### src/rtl/vmns_pkg.sv
// Types, codes and fixed constants shared by the voxel map subtract block.
// No dependencies.
`default_nettype none
package vmns_pkg;

   localparam int COORD_W = 32;
   localparam int KEY_W   = 24;
   localparam int INV_W   = 24;
   localparam int LEAF_W  = 19;
   localparam int RAD_W   = 2;
   localparam int CSR_W   = 24;
   localparam int CIDX_W  = 2;

   localparam logic [1:0] KIND_INSERT = 2'd0;
   localparam logic [1:0] KIND_QUERY  = 2'd1;
   localparam logic [1:0] KIND_CLEAR  = 2'd2;

   localparam logic [1:0] STATUS_QUERY    = 2'd0;
   localparam logic [1:0] STATUS_INSERTED = 2'd1;
   localparam logic [1:0] STATUS_OUTSIDE  = 2'd2;
   localparam logic [1:0] STATUS_CLEARED  = 2'd3;

   localparam logic [CIDX_W-1:0] CSR_INV_LEAF    = 2'd0;
   localparam logic [CIDX_W-1:0] CSR_LEAF_LENGTH = 2'd1;
   localparam logic [CIDX_W-1:0] CSR_RADIUS      = 2'd2;

   localparam logic [INV_W-1:0]  INV_LEAF_RST    = 24'd327680;
   localparam logic [LEAF_W-1:0] LEAF_LENGTH_RST = 19'd13107;
   localparam logic [RAD_W-1:0]  RADIUS_RST      = 2'd2;

   typedef struct packed {
      logic [1:0]                 kind;
      logic signed [COORD_W-1:0]  x_coord;
      logic signed [COORD_W-1:0]  y_coord;
      logic signed [COORD_W-1:0]  z_coord;
   } req_type;

   typedef struct packed {
      logic [1:0]                 status;
      logic                       foreground;
      logic signed [KEY_W-1:0]    key_x;
      logic signed [KEY_W-1:0]    key_y;
      logic signed [KEY_W-1:0]    key_z;
      logic signed [COORD_W-1:0]  centre_x;
      logic signed [COORD_W-1:0]  centre_y;
      logic signed [COORD_W-1:0]  centre_z;
   } rsp_type;

   typedef enum logic [3:0] {
      ST_CLEAR,
      ST_IDLE,
      ST_KEY,
      ST_CENTRE,
      ST_INS_RD,
      ST_INS_WR,
      ST_SCAN_RD,
      ST_SCAN_CHK,
      ST_DONE
   } state_type;

   typedef struct packed {
      logic       accept;
      logic       key_en;
      logic       cen_en;
      logic [1:0] axis;
      logic       ins_rd;
      logic       ins_wr;
      logic       scan_rd;
      logic       scan_chk;
      logic       clr_wr;
      logic       out_load;
   } cmd_type;

   typedef struct packed {
      logic [1:0] kind;
      logic       nonempty;
      logic       grid_ok;
      logic       clr_last;
      logic       scan_last;
      logic       hit_any;
      logic       rsp_busy;
   } sts_type;

endpackage
`default_nettype wire

### src/rtl/vmns_ctrl.sv
// Sequencer for the voxel map subtract block.
// Depends on vmns_pkg; drives the datapath through cmd_type, reads sts_type.
`default_nettype none
module vmns_ctrl (
   input  wire logic              clock,
   input  wire logic              reset,
   input  wire logic              req_valid,
   input  wire logic [1:0]        req_kind,
   output logic                   req_stall,
   input  wire vmns_pkg::sts_type sts,
   output vmns_pkg::cmd_type      cmd
);

   vmns_pkg::state_type state_ff, state_in;
   logic [1:0] axis_ff, axis_in;

   always_ff @(posedge clock) begin
      if (reset) begin
         state_ff <= vmns_pkg::ST_CLEAR;
         axis_ff  <= 2'd0;
      end else begin
         state_ff <= state_in;
         axis_ff  <= axis_in;
      end
   end

   always_comb begin
      state_in  = state_ff;
      axis_in   = axis_ff;
      cmd       = '0;
      cmd.axis  = axis_ff;
      req_stall = 1'b1;
      case (state_ff)
         vmns_pkg::ST_CLEAR: begin
            cmd.clr_wr = 1'b1;
            if (sts.clr_last) begin
               state_in = (sts.kind == vmns_pkg::KIND_CLEAR) ? vmns_pkg::ST_DONE
                                                              : vmns_pkg::ST_IDLE;
            end
         end
         vmns_pkg::ST_IDLE: begin
            req_stall = 1'b0;
            axis_in   = 2'd0;
            if (req_valid) begin
               cmd.accept = 1'b1;
               if (req_kind == vmns_pkg::KIND_CLEAR) begin
                  state_in = vmns_pkg::ST_CLEAR;
               end else if (req_kind == vmns_pkg::KIND_INSERT ||
                            req_kind == vmns_pkg::KIND_QUERY) begin
                  state_in = vmns_pkg::ST_KEY;
               end
            end
         end
         vmns_pkg::ST_KEY: begin
            cmd.key_en = 1'b1;
            if (axis_ff == 2'd2) begin
               axis_in  = 2'd0;
               state_in = vmns_pkg::ST_CENTRE;
            end else begin
               axis_in = axis_ff + 2'd1;
            end
         end
         vmns_pkg::ST_CENTRE: begin
            cmd.cen_en = 1'b1;
            if (axis_ff == 2'd2) begin
               axis_in = 2'd0;
               if (sts.kind == vmns_pkg::KIND_INSERT) begin
                  state_in = vmns_pkg::ST_INS_RD;
               end else if (sts.nonempty) begin
                  state_in = vmns_pkg::ST_SCAN_RD;
               end else begin
                  state_in = vmns_pkg::ST_DONE;
               end
            end else begin
               axis_in = axis_ff + 2'd1;
            end
         end
         vmns_pkg::ST_INS_RD: begin
            if (sts.grid_ok) begin
               cmd.ins_rd = 1'b1;
               state_in   = vmns_pkg::ST_INS_WR;
            end else begin
               state_in = vmns_pkg::ST_DONE;
            end
         end
         vmns_pkg::ST_INS_WR: begin
            cmd.ins_wr = 1'b1;
            state_in   = vmns_pkg::ST_DONE;
         end
         vmns_pkg::ST_SCAN_RD: begin
            cmd.scan_rd = 1'b1;
            state_in    = vmns_pkg::ST_SCAN_CHK;
         end
         vmns_pkg::ST_SCAN_CHK: begin
            cmd.scan_chk = 1'b1;
            state_in = (sts.hit_any || sts.scan_last) ? vmns_pkg::ST_DONE
                                                      : vmns_pkg::ST_SCAN_RD;
         end
         vmns_pkg::ST_DONE: begin
            if (!sts.rsp_busy) begin
               cmd.out_load = 1'b1;
               state_in     = vmns_pkg::ST_IDLE;
            end
         end
         default: begin
            state_in = vmns_pkg::ST_IDLE;
         end
      endcase
   end

endmodule
`default_nettype wire

### config.mk
export PLATFORM = sky130hd
export DESIGN_NAME = vmns_ctrl
export DESIGN_NICKNAME = d
export VERILOG_FILES = /design/src/rtl/vmns_pkg.sv /design/src/rtl/vmns_ctrl.sv
export SDC_FILE = /design/constraint.sdc
export NUM_CORES = 1
export LEC_CHECK = 0
export BUFFER_PORTS_ARGS = -buffer_cell sky130_fd_sc_hd__buf_2
export CORE_AREA = 2 2 39 41
export DETAILED_ROUTE_END_ITERATION = 10
export DIE_AREA = 0 0 41 43
export PLACE_DENSITY = 0.72
export SETUP_SLACK_MARGIN = 0.05
export SLEW_MARGIN = 20
export SYNTH_ARGS = -nofsm -noshare
export SYNTH_HDL_FRONTEND = slang
export SYNTH_SLANG_ARGS = --single-unit
### constraint.sdc
create_clock -name clock -period 4.8 [get_ports clock]
set_clock_uncertainty 0.2 [all_clocks]
set_input_delay 0 -clock clock [delete_from_list [all_inputs] [get_ports clock]]
set_output_delay 0 -clock clock [all_outputs]
set_load 0.03 [all_outputs]
Word level (Yosys, flattened, before mapping)
Cells that the tools add are included.
{ "classes": {"n_bitwise": 0, "mul": 0, "n_eq_ne": 18, "n_reduce_logical": 8, "add_sub_neg": 1, "order_cmp": 0, "n_shift": 0, "div": 0, "mux": 28} }
{ "op_table": {"columns": ["operator", "n"], "rows": [
  ["two-way mux 4 bit", 12],
  ["case mux 4 bit (9 select lines)", 1],
  ["equality test 4 x 3 -> 1 bit, second input constant", 4],
  ["two-way mux 1 bit", 13],
  ["inequality test 2 bit, second input constant", 5],
  ["equality test 4 x 2 -> 1 bit, second input constant", 2],
  ["equality test 2 bit, second input constant", 3],
  ["AND reduction 6 bit", 1],
  ["equality test 4 x 1 -> 1 bit, second input constant", 1],
  ["equality test 4 bit, second input constant", 1],
  ["zero test 2 bit", 2],
  ["zero test 4 bit", 1],
  ["case mux 2 bit (2 select lines)", 1],
  ["inequality test 3 bit, second input constant", 1],
  ["adder 2 x 1 -> 2 bit, second input constant", 1],
  ["equality test 2 x 1 -> 1 bit, second input constant", 1],
  ["logical OR 1 bit", 2],
  ["two-way mux 2 bit", 1],
  ["nonzero test 2 bit", 1],
  ["OR reduction 2 bit", 1]
]} }
{ "totals": {"reg_bits": 6, "rom_bits": 0, "wordCells": 57, "in_bits": 13, "latchBits": 0, "ram_bits": 0, "output_inout_bits": 12, "mem_count": 0} }

Depth between registers and ports, before layout
{ "logic_depth": {"word_depth": 6, "mapped_depth": 5} }

Worst setup path before layout
No wires, ideal clock.
{ "synth_path": {"path_kind": "register to register", "from": "register state_ff[2]", "to": "register state_ff[1]", "synth_period_minus_slack_ps": 1991, "setup_ps": 86, "path_buffers": 1, "required_time_ps": 4514, "arrival_time_ps": 1705, "slack_ps": 2809, "stages_incl_launch_ff": 6, "path_cell_list": "dfxtp_1 buf_6 nand2b_1 nor3_1 nor4_1 a211oi_1"} }
{ "synth_via": {"elab_chain_len": 3} }
{ "synth_lines": {"columns": ["element", "line_no", "source"], "rows": [
  ["start: declaration", "vmns_ctrl.sv:14", "vmns_pkg::state_type state_ff, state_in;"],
  ["start signal: assignment", "vmns_ctrl.sv:19", "state_ff <= vmns_pkg::ST_CLEAR;"],
  ["start signal: assignment", "vmns_ctrl.sv:22", "state_ff <= state_in;"],
  ["equality test 4 x 1 -> 1 bit, or another cell as far along", "vmns_ctrl.sv:33", "case (state_ff)"],
  ["inequality test 3 bit (no source line) / inequality test 2 bit (equally long branches)", null, null],
  ["AND reduction 6 bit (no source line)", null, null]
]} }
Several ways; a longest one is shown, not always the timed one.
A chain may end at the register's enable or synchronous reset.

Final worst setup path
{ "layout_path": {"from": "register state_ff[0]", "to": "register state_ff[0]"} }
The elaborated chain is that of the path after synthesis.

==> metrics.txt <==
# TYPE chip_impl_metric gauge
chip_impl_info{name="rr_startpoint",value="state_ff[0]"} 1
chip_impl_metric{name="detail_route.drc_violations",unit=""} 0
chip_impl_metric{name="number_of_distinct_library_cell_variants_in_the_gate_level_netlist_after_synthesis",unit=""} 34
chip_impl_metric{name="globalplace.congestion",unit=""} 0.796
chip_impl_metric{name="max-vdd-ir-drop",unit="mV"} 0.243
chip_impl_metric{name="post_drt_via_cell_ratio",unit=""} 5.30
chip_impl_metric{name="grt_antenna_before_repair",unit=""} 0
chip_impl_metric{name="tns",unit="ns"} 0
chip_impl_metric{name="numClockSinks",unit=""} 6
chip_impl_metric{name="post-cts-setup-buffer-count",unit=""} 0
chip_impl_info{name="netlist_top_cells_area",value="dfxtp_1 22%, nor3_1 5.4%, nor2_1 5.4%"} 1
chip_impl_metric{name="power.static_leakage",unit="µW"} 0.000323
chip_impl_metric{name="hold_viol_final",unit=""} 0
chip_impl_metric{name="required",unit="ns"} 4.73
chip_impl_metric{name="placementRows",unit=""} 14
chip_impl_metric{name="power-per-cell-area",unit="nW/µm²"} 497
chip_impl_metric{name="route.antenna.remaining_nets",unit=""} 0
chip_impl_metric{name="fin_crit_sh",unit="%"} 48.4
chip_impl_metric{name="synth.yosys.warnings",unit=""} 0
chip_impl_metric{name="drt_pre_antenna_iters",unit=""} 4
chip_impl_info{name="most-common-layout-cells",value="24 x buf_2, 8 x nor2_1, 6 x nor3_1, 6 x dfxtp_1"} 1
chip_impl_info{name="worstHoldPathType",value="input port to flop"} 1
chip_impl_info{name="worst-setup-path-type",value="flop to flop"} 1
chip_impl_info{name="cts_root_buffer",value="clkbuf_4"} 1
chip_impl_metric{name="ys_ff_latch",unit=""} 6
chip_impl_metric{name="total_area_of_multi_input_combinational_cells",unit="µm²"} 384
chip_impl_metric{name="setup_violations",unit=""} 0
chip_impl_metric{name="max_slew_headroom",unit="%"} 64.2
chip_impl_metric{name="synthDominantCellAreaShare",unit="%"} 21.5
chip_impl_info{name="layout.cells.most_common",value="buf_2"} 1
chip_impl_metric{name="grt_max_degree",unit=""} 16
chip_impl_metric{name="final.hold.worst_slack",unit="ns"} 0.0146
chip_impl_metric{name="max_slew.worst_pin.slew",unit="ns"} 0.537
chip_impl_metric{name="post_synth_inst_count",unit=""} 70
chip_impl_metric{name="start_util",unit="%"} 40.3
chip_impl_metric{name="routed-via-count",unit=""} 604
chip_impl_metric{name="chipHeight",unit="µm"} 43
chip_impl_metric{name="layout.nets",unit=""} 113
chip_impl_metric{name="post_synth.cell_area_avg",unit="µm²"} 7.97
chip_impl_metric{name="arrival",unit="ns"} 2.25
chip_impl_metric{name="netlist_area",unit="µm²"} 558
chip_impl_metric{name="max_cap_violations",unit=""} 0
chip_impl_metric{name="grt_pass1_vias",unit=""} 529
chip_impl_metric{name="max_freq",unit="MHz"} 431
chip_impl_info{name="start_kind",value="flop"} 1
chip_impl_metric{name="share_of_cells_above_drive_strength_1",unit="%"} 34.7
chip_impl_metric{name="yosysSeqAreaShare",unit="%"} 21.5
chip_impl_metric{name="finalMaxSlewViolations",unit=""} 0
chip_impl_metric{name="globalRouteOverflowTotal",unit=""} 0
chip_impl_metric{name="grt_pass1_wl",unit="mm"} 2.22
chip_impl_metric{name="dp_hpwl",unit="mm"} 1.03
chip_impl_metric{name="wl_per_cell",unit="µm"} 11.9
chip_impl_metric{name="io_pins",unit=""} 25
chip_impl_metric{name="sequential_cell_area",unit="µm²"} 120
chip_impl_info{name="worst_setup_path_startpoint",value="state_ff[0]"} 1
chip_impl_metric{name="p_total",unit="µW"} 368
chip_impl_info{name="synth_top_cell_by_area",value="dfxtp_1"} 1
chip_impl_info{name="unrepaired_setup_endpoints_after_global_routing",value="false"} 1
chip_impl_info{name="timing.hold.worst.start",value="sts[6]"} 1
chip_impl_metric{name="die_area",unit="µm²"} 1760
chip_impl_info{name="timing.critical_path.to_type",value="flop"} 1
chip_impl_metric{name="cts-root-to-sink-buffers",unit=""} 2
chip_impl_info{name="tritoncts",value="yes"} 1
chip_impl_metric{name="synth_fp_nets",unit=""} 83
chip_impl_metric{name="detail_route.iter0.violations",unit=""} 5
chip_impl_metric{name="htree_num_levels",unit=""} 1
chip_impl_metric{name="insertedDiodeCount",unit=""} 0
chip_impl_metric{name="port_buffers",unit=""} 24
chip_impl_metric{name="syn_to_final_growth",unit="%"} 32.5
chip_impl_metric{name="core_area",unit="µm²"} 1380
chip_impl_metric{name="fillerInstances",unit=""} 144
chip_impl_metric{name="totalWireLength",unit="mm"} 1.36
chip_impl_metric{name="groute.usage.overall",unit="%"} 18.8
chip_impl_metric{name="worst_skew_pair.late_latency",unit="ns"} 0.25
chip_impl_metric{name="timing.final.crit_period",unit="ns"} 2.32
chip_impl_metric{name="clk_pin_slew",unit="ns"} 0.05
chip_impl_metric{name="post_cts.resized_instances",unit=""} 0
chip_impl_metric{name="numCtsBuffers",unit=""} 3
chip_impl_metric{name="critPathMaxFanout",unit=""} 12
chip_impl_metric{name="die_x",unit="µm"} 41
chip_impl_info{name="status",value="finished, final reports clean"} 1
-- layer usage --
layer / up-vias / GRT usage [%] / part of all wire (%)
li1: 319 / - / -
met1: 264 / 23.9 / 46
met2: 21 / 27.8 / 48
met3: 0 / 7.85 / 6.5
met4: 0 / 6.00 / 0
met5: - / 0 / 0
-- sequential cells by signal, indices dropped and copies added, names as in the netlist --
signal and flops:
state_ff 4, axis_ff 2
-- layout make-up --
| class | instances | area share (%) |
|---|---|---|
| clock buffers | 3 | 3.05 |
| inverters | 6 | 3.05 |
| multi-input cells | 54 | 51.9 |
| flip-flops and latches | 6 | 16.2 |
| well taps | 16 | 2.71 |
| repair buffers | 29 | 23.0 |
-- synth_stat cells (all sizes together) --
| cell | number |
|---|---|
| nor2 | 8 |
| dfxtp | 6 |
| inv | 6 |
| nor3 | 6 |
| buf | 4 |
| nand2b | 4 |
| a211oi | 3 |
| a21oi | 3 |
| a22oi | 2 |
| a311oi | 2 |
| nand2 | 2 |
| nand3b | 2 |
| nor2b | 2 |
| nor3b | 2 |
| nor4 | 2 |
| nor4b | 2 |
| o21ai | 2 |
| o21bai | 2 |
| a21boi | 1 |
| a22o | 1 |
| a2bb2oi | 1 |
| and2 | 1 |
| mux2i | 1 |
| nand3 | 1 |
| o21a | 1 |
| o31ai | 1 |
| o32ai | 1 |
| or4b | 1 |
-- what timing repair did --
action | CTS | global route
hold endpoints to repair | 6 | 0
endpoints found under the setup margin | 0 | 0
hold buffers | 5 | 0
-- worst paths after layout --
kind / slack [ns] / depth (start not counted) / end
worst max-delay path: 2.48 / 6 / state_ff[0]
worst min-delay path: 0.01 / 4 / state_ff[3]
worst max register to register: 2.48 / 6 / state_ff[0]
worst min register to register: 0.37 / 2 / axis_ff[0]
-- metrics by stage --
step / cells / setup WS [ns] / cell area, µm² / utilization (%)
floorplan: 70 / 2.81 / 558 / -
global placement: 106 / 3.02 / 667 / 48.2
detailed placement: 106 / 2.99 / 667 / 48.2
CTS: 114 / 2.50 / 739 / 53.4
global route: 114 / 2.34 / 739 / 53.4
finish: 114 / 2.48 / 739 / 53.4
-- cell families (layout without fill, tap and decap cells) --
| group | Yosys count | count (layout) | share of synthesized area [%] |
|---|---|---|---|
| AO/OA/AOI/OAI | 20 | 20 | 27.8 |
| buffers and inverters | 10 | 38 | 9.64 |
| flip-flops | 6 | 6 | 21.5 |
| multiplexers | 1 | 1 | 1.79 |
| AND/OR/NAND/NOR | 33 | 33 | 39.2 |
-- power by group --
part           internal [µW]  switching (µW)
logic                   94.4             123
registers               62.8            39.0
clock network           28.4            20.0
-- worst max-delay path, stage by stage, from the launching register on --
cell and delay [ns]:
dfxtp_1 0.59, nor4b_2 0.39, inv_2 0.07, a2bb2oi_2 0.18, a21oi_1 0.14, a311oi_1 0.07
dlygate4sd3_1 0.58
No activity file was read; power rests on OpenSTA's default activity.
